==> config.mk <==
export PLATFORM = sky130hd
export DESIGN_NAME = dag_shortest_path_flat
export DESIGN_NICKNAME = d
export VERILOG_FILES = /design/src/design/dsp_pkg.sv /design/src/design/dsp_if.sv /design/src/design/dag_shortest_path.sv /design/src/design/dsp_ram.sv /design/src/flat_wrapper.sv
export SDC_FILE = /design/constraint.sdc
export NUM_CORES = 2
export LEC_CHECK = 0
export ABC_AREA = 1
export BUFFER_PORTS_ARGS = -buffer_cell sky130_fd_sc_hd__buf_2
export CORE_MARGIN = 3
export CORE_UTILIZATION = 50
export DETAILED_ROUTE_END_ITERATION = 12
export GPL_TIMING_DRIVEN = 1
export PLACE_DENSITY = 0.67
export SLEW_MARGIN = 15
export SYNTH_ARGS = -nofsm -noshare
export SYNTH_HDL_FRONTEND = slang
export SYNTH_SLANG_ARGS = --single-unit
export TNS_END_PERCENT = 10
==> constraint.sdc <==
create_clock -name clk -period 9.99 [get_ports clk]
set_input_delay 1.998 -clock clk [delete_from_list [all_inputs] [get_ports clk]]
set_output_delay 1.998 -clock clk [all_outputs]
set_load 0.05 [all_outputs]
==> src/design/dsp_pkg.sv <==
// Shared types and constants for the DAG shortest-path engine.
`timescale 1ns / 1ps
package dsp_pkg;

  localparam logic       CMD_ADD  = 1'b0;
  localparam logic       CMD_RUN  = 1'b1;
  localparam logic [15:0] DIST_MAX = 16'd32767;
  localparam logic [15:0] DIST_NONE = 16'hFFFF;

  typedef struct packed {
    logic [4:0] src;
    logic [4:0] dst;
    logic [9:0] wt;
  } edge_t;

  typedef enum logic [3:0] {
    S_IDLE,
    S_ROOT,
    S_SCAN,
    S_EDGE,
    S_RESTORE,
    S_ORDPOP,
    S_ORD,
    S_DU,
    S_RSCAN,
    S_REDGE,
    S_RCMP,
    S_EMIT,
    S_LOAD,
    S_OWAIT
  } state_t;

endpackage

==> src/design/dsp_if.sv <==
// Valid/ready channel interfaces for edge commands and distance results.
`timescale 1ns / 1ps
interface dsp_in_if;
  logic       valid;
  logic       ready;
  logic       cmd;
  logic [4:0] edge_from;
  logic [4:0] edge_to;
  logic [9:0] edge_weight;

  modport source (output valid, cmd, edge_from, edge_to, edge_weight, input ready);
  modport sink (input valid, cmd, edge_from, edge_to, edge_weight, output ready);
endinterface

interface dsp_out_if;
  logic              valid;
  logic              ready;
  logic [4:0]        node_index;
  logic signed [15:0] distance;
  logic              overflow;
  logic              last_node;

  modport source (output valid, node_index, distance, overflow, last_node, input ready);
  modport sink (input valid, node_index, distance, overflow, last_node, output ready);
endinterface

==> src/design/dag_shortest_path.sv <==
// DAG single-source shortest path: edge loading, topological search, relaxation.
// Edges are loaded one per cycle (cmd 0) into an edge RAM; dropped edges (store
// full or endpoint >= num_nodes) set the overflow flag. A compute item (cmd 1)
// runs an iterative depth-first search whose frames live in a stack RAM and whose
// finish order goes to an order RAM, then relaxes each reachable node's edges in
// reverse finish order against a distance RAM. Every edge visit is a read on the
// single edge RAM read port; the search scans all stored edges for each node it
// visits, relaxation scans them again for each reachable node, and each result
// is emitted through the EMIT, LOAD and OWAIT states. Results come out in node
// order, one per node below num_nodes; afterwards the edge store is empty. No
// input is taken during a compute item.
`timescale 1ns / 1ps
module dag_shortest_path #(
  parameter int MAX_NODES = 32,
  parameter int MAX_EDGES = 128
) (
  input  logic       clk,
  input  logic       rst_n,
  dsp_in_if.sink     in_ch,
  dsp_out_if.source  out_ch,
  input  logic       cfg_we,
  input  logic [5:0] cfg_data
);
  import dsp_pkg::*;

  localparam int NW  = $clog2(MAX_NODES);
  localparam int NCW = $clog2(MAX_NODES + 1);
  localparam int EAW = (MAX_EDGES > 1) ? $clog2(MAX_EDGES) : 1;
  localparam int EW  = $clog2(MAX_EDGES + 1);
  localparam int SW  = NW + EW;

  state_t state_r, state_nxt;
  logic [5:0]           nodes_r;
  logic [EW-1:0]        ecnt_r, ecnt_nxt;
  logic                 drop_r, drop_nxt;
  logic [MAX_NODES-1:0] visited_r, visited_nxt;
  logic [MAX_NODES-1:0] reach_r, reach_nxt;
  logic [NCW-1:0]       root_r, root_nxt;
  logic [NCW-1:0]       top_r, top_nxt;
  logic [NCW-1:0]       depth_r, depth_nxt;
  logic [NW-1:0]        cur_u_r, cur_u_nxt;
  logic [EW-1:0]        cur_i_r, cur_i_nxt;
  logic [NW-1:0]        v_r, v_nxt;
  logic [15:0]          cand_r, cand_nxt;
  logic [15:0]          du_r, du_nxt;
  logic [4:0]           o_node_r, o_node_nxt;
  logic [15:0]          o_dist_r, o_dist_nxt;
  logic                 o_ovf_r, o_ovf_nxt;
  logic                 o_last_r, o_last_nxt;

  logic [NCW-1:0] n_lim;
  logic           in_xfer, out_xfer;

  // RAM ports
  logic          e_we;
  logic [EAW-1:0] e_waddr, e_raddr;
  edge_t         e_wdata, e_rdata;
  logic          s_we;
  logic [NW-1:0] s_waddr, s_raddr;
  logic [SW-1:0] s_wdata, s_rdata;
  logic          o_we;
  logic [NW-1:0] o_waddr, o_raddr;
  logic [NW-1:0] o_wdata, o_rdata;
  logic          d_we;
  logic [NW-1:0] d_waddr, d_raddr;
  logic [15:0]   d_wdata, d_rdata;

  // decoded edge checks
  logic          scan_done, add_bad, edge_from_u, edge_to_ok, push_ok;
  logic [NW-1:0] edge_v;
  logic [15:0]   sum;

  dsp_ram #(.WIDTH($bits(edge_t)), .DEPTH(MAX_EDGES)) u_edge_ram (
    .clk, .we(e_we), .waddr(e_waddr), .wdata(e_wdata), .raddr(e_raddr), .rdata(e_rdata)
  );
  dsp_ram #(.WIDTH(SW), .DEPTH(MAX_NODES)) u_stack_ram (
    .clk, .we(s_we), .waddr(s_waddr), .wdata(s_wdata), .raddr(s_raddr), .rdata(s_rdata)
  );
  dsp_ram #(.WIDTH(NW), .DEPTH(MAX_NODES)) u_order_ram (
    .clk, .we(o_we), .waddr(o_waddr), .wdata(o_wdata), .raddr(o_raddr), .rdata(o_rdata)
  );
  dsp_ram #(.WIDTH(16), .DEPTH(MAX_NODES)) u_dist_ram (
    .clk, .we(d_we), .waddr(d_waddr), .wdata(d_wdata), .raddr(d_raddr), .rdata(d_rdata)
  );

  always_comb begin
    if (nodes_r == 6'd0) begin
      n_lim = NCW'(1);
    end else if (32'(nodes_r) > MAX_NODES) begin
      n_lim = NCW'(MAX_NODES);
    end else begin
      n_lim = NCW'(nodes_r);
    end
  end

  assign in_xfer   = in_ch.valid && in_ch.ready;
  assign out_xfer  = out_ch.valid && out_ch.ready;
  assign scan_done = (cur_i_r == ecnt_r);
  assign add_bad   = (ecnt_r == EW'(MAX_EDGES)) || (32'(in_ch.edge_from) >= 32'(n_lim)) ||
                     (32'(in_ch.edge_to) >= 32'(n_lim));
  assign edge_v      = NW'(e_rdata.dst);
  assign edge_from_u = (32'(e_rdata.src) == 32'(cur_u_r)) && (32'(e_rdata.src) < 32'(n_lim));
  assign edge_to_ok  = (32'(e_rdata.dst) < 32'(n_lim));
  assign push_ok     = edge_from_u && edge_to_ok && !visited_r[edge_v];
  assign sum         = {1'b0, du_r[14:0]} + 16'(e_rdata.wt);

  // next state
  always_comb begin
    state_nxt = state_r;
    case (state_r)
      S_IDLE: begin
        if (in_xfer && in_ch.cmd == CMD_RUN) state_nxt = S_ROOT;
      end
      S_ROOT: begin
        if (root_r == n_lim) begin
          state_nxt = S_ORDPOP;
        end else if (!visited_r[NW'(root_r)]) begin
          state_nxt = S_SCAN;
        end
      end
      S_SCAN: begin
        if (!scan_done) begin
          state_nxt = S_EDGE;
        end else if (top_r > NCW'(1)) begin
          state_nxt = S_RESTORE;
        end else begin
          state_nxt = S_ROOT;
        end
      end
      S_EDGE:    state_nxt = S_SCAN;
      S_RESTORE: state_nxt = S_SCAN;
      S_ORDPOP:  state_nxt = (depth_r == '0) ? S_EMIT : S_ORD;
      S_ORD: begin
        if (32'(o_rdata) < 32'(n_lim) && reach_r[o_rdata]) begin
          state_nxt = S_DU;
        end else begin
          state_nxt = S_ORDPOP;
        end
      end
      S_DU:    state_nxt = S_RSCAN;
      S_RSCAN: state_nxt = scan_done ? S_ORDPOP : S_REDGE;
      S_REDGE: state_nxt = (edge_from_u && edge_to_ok) ? S_RCMP : S_RSCAN;
      S_RCMP:  state_nxt = S_RSCAN;
      S_EMIT:  state_nxt = S_LOAD;
      S_LOAD:  state_nxt = S_OWAIT;
      S_OWAIT: begin
        if (out_xfer) state_nxt = o_last_r ? S_IDLE : S_EMIT;
      end
      default: state_nxt = S_IDLE;
    endcase
  end

  // datapath and memory control
  always_comb begin
    ecnt_nxt    = ecnt_r;
    drop_nxt    = drop_r;
    visited_nxt = visited_r;
    reach_nxt   = reach_r;
    root_nxt    = root_r;
    top_nxt     = top_r;
    depth_nxt   = depth_r;
    cur_u_nxt   = cur_u_r;
    cur_i_nxt   = cur_i_r;
    v_nxt       = v_r;
    cand_nxt    = cand_r;
    du_nxt      = du_r;
    o_node_nxt  = o_node_r;
    o_dist_nxt  = o_dist_r;
    o_ovf_nxt   = o_ovf_r;
    o_last_nxt  = o_last_r;
    in_ch.ready = 1'b0;
    e_we = 1'b0; e_waddr = ecnt_r[EAW-1:0]; e_raddr = cur_i_r[EAW-1:0];
    e_wdata = '{src: in_ch.edge_from, dst: in_ch.edge_to, wt: in_ch.edge_weight};
    s_we = 1'b0; s_waddr = NW'(top_r - NCW'(1)); s_raddr = NW'(top_r - NCW'(2));
    s_wdata = {cur_u_r, cur_i_r + EW'(1)};
    o_we = 1'b0; o_waddr = NW'(depth_r); o_wdata = cur_u_r;
    o_raddr = NW'(depth_r - NCW'(1));
    d_we = 1'b0; d_waddr = v_r; d_wdata = cand_r; d_raddr = NW'(root_r);
    case (state_r)
      S_IDLE: begin
        in_ch.ready = 1'b1;
        if (in_xfer) begin
          if (in_ch.cmd == CMD_ADD) begin
            if (add_bad) begin
              drop_nxt = 1'b1;
            end else begin
              e_we     = 1'b1;
              ecnt_nxt = ecnt_r + EW'(1);
            end
          end else begin
            root_nxt  = '0;
            depth_nxt = '0;
          end
        end
      end
      S_ROOT: begin
        if (root_r == n_lim) begin
          reach_nxt    = '0;
          reach_nxt[0] = 1'b1;
          d_we         = 1'b1;
          d_waddr      = '0;
          d_wdata      = '0;
        end else if (visited_r[NW'(root_r)]) begin
          root_nxt = root_r + NCW'(1);
        end else begin
          visited_nxt[NW'(root_r)] = 1'b1;
          cur_u_nxt = NW'(root_r);
          cur_i_nxt = '0;
          top_nxt   = NCW'(1);
        end
      end
      S_SCAN: begin
        if (scan_done) begin
          // finish this frame: record it and drop back to the caller
          o_we      = 1'b1;
          depth_nxt = depth_r + NCW'(1);
          top_nxt   = top_r - NCW'(1);
          if (top_r == NCW'(1)) root_nxt = root_r + NCW'(1);
        end
      end
      S_EDGE: begin
        cur_i_nxt = cur_i_r + EW'(1);
        if (push_ok) begin
          s_we                 = 1'b1;
          visited_nxt[edge_v]  = 1'b1;
          cur_u_nxt            = edge_v;
          cur_i_nxt            = '0;
          top_nxt              = top_r + NCW'(1);
        end
      end
      S_RESTORE: begin
        {cur_u_nxt, cur_i_nxt} = s_rdata;
      end
      S_ORDPOP: begin
        if (depth_r == '0) begin
          root_nxt = '0;
        end else begin
          depth_nxt = depth_r - NCW'(1);
        end
      end
      S_ORD: begin
        cur_u_nxt = o_rdata;
        d_raddr   = o_rdata;
      end
      S_DU: begin
        du_nxt    = d_rdata;
        cur_i_nxt = '0;
      end
      S_REDGE: begin
        cur_i_nxt = cur_i_r + EW'(1);
        v_nxt     = edge_v;
        cand_nxt  = (sum > DIST_MAX) ? DIST_MAX : sum;
        d_raddr   = edge_v;
      end
      S_RCMP: begin
        if (!reach_r[v_r] || cand_r < d_rdata) begin
          d_we          = 1'b1;
          reach_nxt[v_r] = 1'b1;
        end
      end
      S_LOAD: begin
        o_node_nxt = 5'(root_r);
        o_dist_nxt = reach_r[NW'(root_r)] ? d_rdata : DIST_NONE;
        o_ovf_nxt  = drop_r;
        o_last_nxt = (root_r + NCW'(1) == n_lim);
      end
      S_OWAIT: begin
        if (out_xfer) begin
          if (o_last_r) begin
            ecnt_nxt    = '0;
            drop_nxt    = 1'b0;
            visited_nxt = '0;
          end else begin
            root_nxt = root_r + NCW'(1);
          end
        end
      end
      default: begin
      end
    endcase
  end

  assign out_ch.valid      = (state_r == S_OWAIT);
  assign out_ch.node_index = o_node_r;
  assign out_ch.distance   = o_dist_r;
  assign out_ch.overflow   = o_ovf_r;
  assign out_ch.last_node  = o_last_r;

  always_ff @(posedge clk) begin
    if (!rst_n) begin
      state_r   <= S_IDLE;
      nodes_r   <= 6'd32;
      ecnt_r    <= '0;
      drop_r    <= 1'b0;
      visited_r <= '0;
      reach_r   <= '0;
      root_r    <= '0;
      top_r     <= '0;
      depth_r   <= '0;
      cur_u_r   <= '0;
      cur_i_r   <= '0;
      o_last_r  <= 1'b0;
    end else begin
      state_r   <= state_nxt;
      if (cfg_we) nodes_r <= cfg_data;
      ecnt_r    <= ecnt_nxt;
      drop_r    <= drop_nxt;
      visited_r <= visited_nxt;
      reach_r   <= reach_nxt;
      root_r    <= root_nxt;
      top_r     <= top_nxt;
      depth_r   <= depth_nxt;
      cur_u_r   <= cur_u_nxt;
      cur_i_r   <= cur_i_nxt;
      o_last_r  <= o_last_nxt;
    end
  end

  always_ff @(posedge clk) begin
    v_r      <= v_nxt;
    cand_r   <= cand_nxt;
    du_r     <= du_nxt;
    o_node_r <= o_node_nxt;
    o_dist_r <= o_dist_nxt;
    o_ovf_r  <= o_ovf_nxt;
  end

  a_no_overlap: assert property (@(posedge clk) disable iff (!rst_n)
    !(in_ch.ready && out_ch.valid))
    else $error("input taken while results pending");
  a_ecnt_range: assert property (@(posedge clk) disable iff (!rst_n)
    32'(ecnt_r) <= MAX_EDGES)
    else $error("edge count beyond capacity");
  a_stack_range: assert property (@(posedge clk) disable iff (!rst_n)
    32'(top_r) <= MAX_NODES && 32'(depth_r) <= MAX_NODES)
    else $error("search stack or order beyond node count");
  a_clear_after_run: assert property (@(posedge clk) disable iff (!rst_n)
    out_xfer && out_ch.last_node |=> ecnt_r == '0 && !drop_r && visited_r == '0)
    else $error("edge store not emptied after run");
  a_source_reached: assert property (@(posedge clk) disable iff (!rst_n)
    state_r == S_OWAIT |-> reach_r[0])
    else $error("source node not marked reachable");

endmodule

==> src/design/dsp_ram.sv <==
// Generic single-write, single-read RAM with registered read data.
`timescale 1ns / 1ps
module dsp_ram #(
  parameter int WIDTH = 16,
  parameter int DEPTH = 32,
  localparam int AW = (DEPTH > 1) ? $clog2(DEPTH) : 1
) (
  input  logic             clk,
  input  logic             we,
  input  logic [AW-1:0]    waddr,
  input  logic [WIDTH-1:0] wdata,
  input  logic [AW-1:0]    raddr,
  output logic [WIDTH-1:0] rdata
);

  logic [WIDTH-1:0] mem [DEPTH];

  always_ff @(posedge clk) begin
    if (we) begin
      mem[waddr] <= wdata;
    end
    rdata <= mem[raddr];
  end

endmodule
==> src/flat_wrapper.sv <==
// flat-port wrapper written by rule: the top's interface ports become plain ports
module dag_shortest_path_flat import dsp_pkg::*;
#(
  parameter int MAX_NODES = 32,
  parameter int MAX_EDGES = 128
)
  (clk, rst_n, cfg_we, cfg_data, in_ch_valid, in_ch_cmd, in_ch_edge_from, in_ch_edge_to, in_ch_edge_weight, in_ch_ready, out_ch_valid, out_ch_node_index, out_ch_distance, out_ch_overflow, out_ch_last_node, out_ch_ready);
  dsp_in_if in_ch_i ();
  dsp_out_if out_ch_i ();
  input  logic clk;
  input  logic rst_n;
  input  logic cfg_we;
  input  logic [5:0] cfg_data;
  input wire logic [$bits(in_ch_i.valid)-1:0] in_ch_valid;
  input wire logic [$bits(in_ch_i.cmd)-1:0] in_ch_cmd;
  input wire logic [$bits(in_ch_i.edge_from)-1:0] in_ch_edge_from;
  input wire logic [$bits(in_ch_i.edge_to)-1:0] in_ch_edge_to;
  input wire logic [$bits(in_ch_i.edge_weight)-1:0] in_ch_edge_weight;
  output wire logic [$bits(in_ch_i.ready)-1:0] in_ch_ready;
  output wire logic [$bits(out_ch_i.valid)-1:0] out_ch_valid;
  output wire logic [$bits(out_ch_i.node_index)-1:0] out_ch_node_index;
  output wire logic [$bits(out_ch_i.distance)-1:0] out_ch_distance;
  output wire logic [$bits(out_ch_i.overflow)-1:0] out_ch_overflow;
  output wire logic [$bits(out_ch_i.last_node)-1:0] out_ch_last_node;
  input wire logic [$bits(out_ch_i.ready)-1:0] out_ch_ready;
  assign in_ch_i.valid = in_ch_valid;
  assign in_ch_i.cmd = in_ch_cmd;
  assign in_ch_i.edge_from = in_ch_edge_from;
  assign in_ch_i.edge_to = in_ch_edge_to;
  assign in_ch_i.edge_weight = in_ch_edge_weight;
  assign in_ch_ready = in_ch_i.ready;
  assign out_ch_valid = out_ch_i.valid;
  assign out_ch_node_index = out_ch_i.node_index;
  assign out_ch_distance = out_ch_i.distance;
  assign out_ch_overflow = out_ch_i.overflow;
  assign out_ch_last_node = out_ch_i.last_node;
  assign out_ch_i.ready = out_ch_ready;
  dag_shortest_path #(.MAX_NODES(MAX_NODES), .MAX_EDGES(MAX_EDGES)) u_core (.clk(clk), .rst_n(rst_n), .in_ch(in_ch_i), .out_ch(out_ch_i), .cfg_we(cfg_we), .cfg_data(cfg_data));
endmodule
# After elaboration in Yosys (flattened, before gate mapping)
# Memories as Yosys holds them, arrays and structs flattened. A register that Yosys moved wholly into a read port is not among the register bits.
# Cells that the tools add are included.
[totals]
output_inout_bits = 25
mem_count = 4
in_bits = 32
ff_bits = 173
ramBits = 3648
elab_cells = 229
[op_classes]
n_reduce_logical = 38
n_eq_ne = 39
n_bitwise = 3
n_mux = 102
magnitude_cmp = 16
n_addsub = 9
[mem_list]
columns = ["memory", "depth", "width", "rd", "rd_clocked_by_memory_dff", "wr", "line_no", "rtl"]
rows = [
  ["u_core.u_edge_ram.mem", 128, 20, 1, 1, 1, "dsp_ram.sv:16", "logic [WIDTH-1:0] mem [DEPTH];"],
  ["u_core.u_dist_ram.mem", 32, 16, 1, 1, 1, "dsp_ram.sv:16", ""],
  ["u_core.u_stack_ram.mem", 32, 13, 1, 1, 1, "dsp_ram.sv:16", ""],
  ["u_core.u_order_ram.mem", 32, 5, 1, 1, 1, "dsp_ram.sv:16", ""],
]
[ops]
columns = ["operator", "n"]
rows = [
  ["$mux W32", 7],
  ["$mux W6", 17],
  ["$or A32 B32 Y32", 3],
  ["$pmux W32 S3", 1],
  ["$mux W8", 8],
  ["$pmux W32 S2", 1],
  ["$pmux W4 S12", 1],
  ["$pmux W8 S5", 1],
  ["$pmux W6 S3", 2],
  ["$mux W1", 32],
  ["$mux W16", 2],
  ["$mux W4", 8],
  ["$pmux W6 S5", 1],
  ["$bmux W1 S5", 5],
  ["$mux W5", 5],
  ["$eq A4 B4 Y1 const B", 6],
  ["$lt A5 B6 Y1 const B", 4],
  ["$ne A2 B1 Y1 const B", 10],
  ["$pmux W5 S4", 1],
  ["$add A6 B1 Y6 const B", 3],
  ["$lt A5 B6 Y1", 3],
  ["$ne A2 B2 Y1 const B", 9],
  ["$reduce_and A6 Y1", 3],
  ["$add A15 B10 Y16", 1],
  ["other kinds (38)", 73],
]

# Logic depth before layout (Yosys ltp)
[depth]
depth_word = 12
depth_mapped = 21
mapped_depth_nobuf = 18

# By module
# From an unflattened synthesis, not the netlist that was laid out.
[unflattened]
cells_unflattened = 14074
hier_area_um2 = 160076.0
[modules_own_cells]
columns = ["module", "seq_area_each_um2", "n_inst", "area_each_um2", "cells_per_inst"]
rows = [
  ["dsp_ram at u_core.u_edge_ram", 77274.1, 1, 102912.5, 8442],
  ["dsp_ram at u_core.u_dist_ram", 15695.1, 1, 21301.7, 1794],
  ["dsp_ram at u_core.u_stack_ram", 12752.2, 1, 17140.2, 1466],
  ["dag_shortest_path", 4043.9, 1, 11925.2, 1777],
  ["dsp_ram at u_core.u_order_ram", 4904.7, 1, 6796.5, 595],
]

# Worst setup path after synthesis
# OpenSTA, ideal clock, no wires.
[synth_timing]
path_type = "input -> register"
startpoint = "input in_ch_edge_to[3]"
endpoint = "memory u_core.u_edge_ram.mem[15][0] (netlist name) (enable)"
stages = 7
setup_ns = 0.448
path_slack_ns = 4.610
n_path_buf = 0
t_arrival_ns = 4.932
required_time_ns = 9.542
path_cell_list = "ha_1 a21o_1 a22oi_1 nand3_1 nor2_1 nand2_1 nor4_1"
[synth_via]
elab_chain_cells = 8
[synth_lines]
columns = ["element", "line_no", "rtl"]
rows = [
  ["from (decl)", "flat_wrapper.sv:17", "input wire logic [$bits(in_ch_i.edge_to)-1:0] in_ch_edge_to;"],
  ["$ge A5 B6 Y1", "dag_shortest_path.sv:100", "(32'(in_ch.edge_to) >= 32'(n_lim));"],
  ["$logic_or A1 B1 Y1", "dag_shortest_path.sv:99", "assign add_bad = (ecnt_r == EW'(MAX_EDGES)) || (32'(in_ch.edge_from) >= 32'(n_lim)) ||"],
  ["$mux W1", "dag_shortest_path.sv:184", "if (add_bad) begin"],
  ["$mux W1", "dag_shortest_path.sv:183", "if (in_ch.cmd == CMD_ADD) begin"],
  ["$mux W1", "dag_shortest_path.sv:182", "if (in_xfer) begin"],
  ["$mux W1", "dag_shortest_path.sv:179", "case (state_r)"],
  ["$mux W1", "dsp_ram.sv:19", "if (we) begin"],
  ["$mux W1 (implied by the code)", "dsp_ram.sv:20", "mem[waddr] <= wdata;"],
  ["to (decl)", "dsp_ram.sv:16", ""],
]
# Every way passes these cells.

# Worst setup path after layout
[layout_timing]
startpoint = "input in_ch_edge_to[4]"
endpoint = "memory u_core.u_edge_ram.mem[83][14] (netlist name) (enable)"
# The elaborated chain is that of the path after synthesis.

==> flow_summary.yaml <==
yosys:
  synth_ff_type: "edfxtp_1"
  netlist_area_mm2: 0.157
  yosys_warnings: 0
  syn_avg_cell_area_um2: 12.5
  synth-seq-cells: 3875
  synth_cell_types: 56
  synth-edff-count: 3706
  synthCells: 12507
  synthArstFlopShare_pct: 0
  synth_seq_area_share_pct: 73.1
  synth.net_count: 12609
clock_tree:
  ctsHoldBuffers: 0
  cts_setup_buffers: 0
  clk_pin_slew_ns: 0.06
  cts.htree.levels: 5
  cts_tree: "yes"
  clock-sinks: 3875
  root_buffer: "clkbuf_16"
  postCtsResizedCells: 0
  clockBufferDepth: 4
  cts_buffers: 389
  worst_skew_pair.late_latency_ns: 0.97
floorplan:
  die_area_mm2: 0.321
  die_x_um: 566
  die_h_um: 566
  pin_count: 57
  rows: 205
  start_util_pct: 50.3
  core_mm2: 0.312
routing:
  drtIter0Drc: 14023
  drtAntennaViolNets: 0
  post-route-drc-count: 0
  dr.pass1.iters: 9
  vias: 104350
  post_drt_via_cell_ratio: 6.21
  wirelength_um: 456000
  routedWlPerCell_um: 27.1
setup_path:
  cp_cell_sequence: "buf_6 > ha_1 > inv_1 > nor2_1 > a22oi_1 > nand3_1 > nor2_1 > nand2_1 > nor3_4 > nand2_1 > nor2_2"
  cp_top_family: "simple AND/OR/NAND/NOR gates"
  crit_required_ns: 10.51
  start_kind: "primary input"
  r2r_end: "u_core.u_edge_ram.mem[83][14]"
  cp.depth: 11
  reg2reg_slack_ns: 4.10
  critical_path_arrival_ns: 6.42
  reg2reg_from: "u_core.nodes_r[5]"
  worst-r2r-cell-count: 12
  max_stage_delay_ns: 0.98
  endpoint_kind: "register"
  critPathBufInv: 2
  path_class: "in -> reg"
  crit_fanout: 42
  slowest_stage: "nor2_2"
final_layout:
  final_nets: 12429
  seq_area_mm2: 0.115
  num-fill-cells: 24819
  multi_input_area_mm2: 0.0372
  area_growth_syn_to_layout_pct: 11.1
  drive_above_1_share_pct: 8.65
timing:
  rsz0062_at_grt: "no"
  period_share_pct: 59.1
  setup_ws_ns: 4.09
  tightest_slew_ns: 1.26
  drv_slew: 0
  setup_tns_ns: 0
  slew_headroom_pct: 16.0
  fin_crit_ns: 5.90
  finalHoldViolCount: 0
  skew_ns: 0.0714
  timing.fmax_mhz: 169
  setup_viol: 0
worst_hold_path:
  min-delay-start: "u_core.u_dist_ram.rdata[11]"
  hold_path_class: "reg -> reg"
  min_to: "u_core.du_r[11]"
  hold-path-cell-count: 0
power:
  power.total_w: 0.0394
  irDropWorstVdd_mv: 0.216
  power.density_mw_per_mm2: 226
  leakagePower_nw: 59.5
placed_design:
  place_ws_ns: 3.24
  port_buffers: 56
  gp_congestion: 0.971
  hpwlAfterDp_um: 269000
global_route:
  grt_usage_pct: 27.5
  grt_pass1_wl_um: 660000
  grt_pass1_vias: 98963
  grt_max_degree: 218
  antenna_found_initial: 18
  gr-total-overflow: 0
run_status:
  outcome: "completed"
flow_run:
  cap_violations: 0
registers in the layout, summed over array words and instances (netlist names), 20 cells and up:
name	cells
u_core.u_edge_ram.rdata	20
u_core.u_dist_ram.mem	512
u_core.reach_r	32
u_core.visited_r	32
u_core.u_stack_ram.mem	416
u_core.u_order_ram.mem	160
u_core.u_edge_ram.mem	2560
where the power goes:
group	internal (W)	switching, W	total (W)
clock	0.00839	0.00630	0.0147
combinational	0.00157	0.00461	0.00617
sequential	0.0182	0.000328	0.0185
total	0.0281	0.0112	0.0394
per-layer routing:
layer | up-vias | wire, um | track usage (%) | share of wire [%]
li1 | 45712 | - | - | -
met1 | 51580 | 175000 | 37.6 | 38
met2 | 6037 | 208000 | 42.5 | 46
met3 | 1019 | 50500 | 6.14 | 11
met4 | 2 | 22200 | 11.7 | 4.9
met5 | - | 11 | 0 | 0.0024
kinds of logic (layout without fill, tap and decap cells):
family	count (synthesis)	after routing	synth area share, %
AOI/OAI and AO/OA	3203	3203	12.2
and+or+nand+nor	3855	3855	10.2
muxes	11	11	0.0702
DFF	3875	3875	73.1
xor gates and xnor gates	43	43	0.240
other	1	10	0.00239
buffers and inverters	1449	1592	3.69
adders and majority gates	70	70	0.563
placed cells by master (no fill, tap or decap), types with 24 or more instances in the layout:
cell type / netlist / layout
a21o_1: 190 / 190
a21oi_1: 648 / 646
a31oi_1: 27 / 27
buf_2: 182 / 36
buf_4: 17 / 229
bufinv_16: 0 / 42
clkbuf_1: 560 / 74
clkbuf_16: 0 / 390
clkinv_1: 6 / 94
clkinv_2: 0 / 63
dfxtp_1: 169 / 155
edfxtp_1: 3706 / 3706
ha_1: 69 / 68
inv_1: 585 / 570
nand2_1: 1362 / 1359
nand3_1: 710 / 710
nand3b_1: 32 / 32
nand4_1: 63 / 63
nor2_1: 1556 / 1410
nor2_2: 6 / 137
nor3_1: 66 / 33
o211ai_1: 194 / 194
o21ai_0: 1260 / 1260
o21ai_1: 80 / 80
o221ai_1: 394 / 394
o22ai_1: 364 / 364
o32ai_1: 30 / 30
or2_1: 24 / 24
xor2_1: 30 / 29
cell usage after synthesis, types with 2 or more instances:
cell	n	area (um^2)
a31oi_1	27	169
o211ai_1	194	1460
nor4_1	6	37.5
nand2_4	2	22.5
clkbuf_1	560	2100
inv_2	15	56.3
nand3b_1	32	240
nor2_4	3	33.8
o221ai_1	394	3450
a21o_1	190	1430
a211oi_1	2	15.0
nand2_2	8	50.1
a22oi_1	3	22.5
nor2_2	6	37.5
o32ai_1	30	263
buf_2	182	911
buf_4	17	128
or2_2	9	56.3
nor3_1	66	330
inv_1	585	2200
nand3_1	710	3550
buf_1	77	289
nor2_1	1556	5840
o21ai_0	1260	6310
ha_1	69	863
edfxtp_1	3706	111000
o22ai_1	364	2280
nor2_8	2	40.0
dfxtp_1	169	3380
xor2_1	30	263
mux2i_1	11	110
buf_6	7	78.8
o21ai_1	80	400
clkinv_1	6	22.5
nand4_1	63	394
or2_1	24	150
nor3_2	2	20.0
xnor2_1	13	114
nand3_2	2	20.0
nand2_1	1362	5110
a21oi_1	648	3240
final cells by class:
class / instances / area share (%)
Timing Repair Buffer: 272 / 1.16
Sequential cell: 3875 / 65.8
Antenna cell: 9 / 0.0129
Multi-Input combinational cell: 7183 / 21.4
Clock inverter: 240 / 1.53
Clock buffer: 474 / 5.84
Inverter: 606 / 1.32
Tap cell: 4140 / 2.97
worst max-delay path by stage:
stage	startpoint	endpoint	slack [ns]
final	in_ch_edge_to[4]	u_core.u_edge_ram.mem[83][14]	4.09
after global routing	u_core.nodes_r[5]	u_core.u_edge_ram.mem[82][3]	4.02
after global placement	in_ch_edge_to[4]	u_core.u_edge_ram.mem[108][10]	3.18
after floorplan	in_ch_edge_to[3]	u_core.u_edge_ram.mem[15][0]	4.61
after CTS	in_ch_edge_to[4]	u_core.u_edge_ram.mem[108][10]	4.23
after detailed placement	in_ch_edge_to[4]	u_core.u_edge_ram.mem[108][10]	3.24
per-stage QoR:
step | std cells | hold slack, ns | utilization [%] | instance area (um^2)
final | 16799 | 0.438 | 55.8 | 174000
after global routing | 16792 | 0.456 | 55.8 | 174000
after CTS | 16790 | 0.439 | 55.8 | 174000
after detailed placement | 16076 | 0.429 | 51.7 | 161000
after global placement | 16076 | 0.415 | 51.7 | 161000
after floorplan | 12507 | 0.403 | - | 157000
Power figures use the tool's default switching activity.
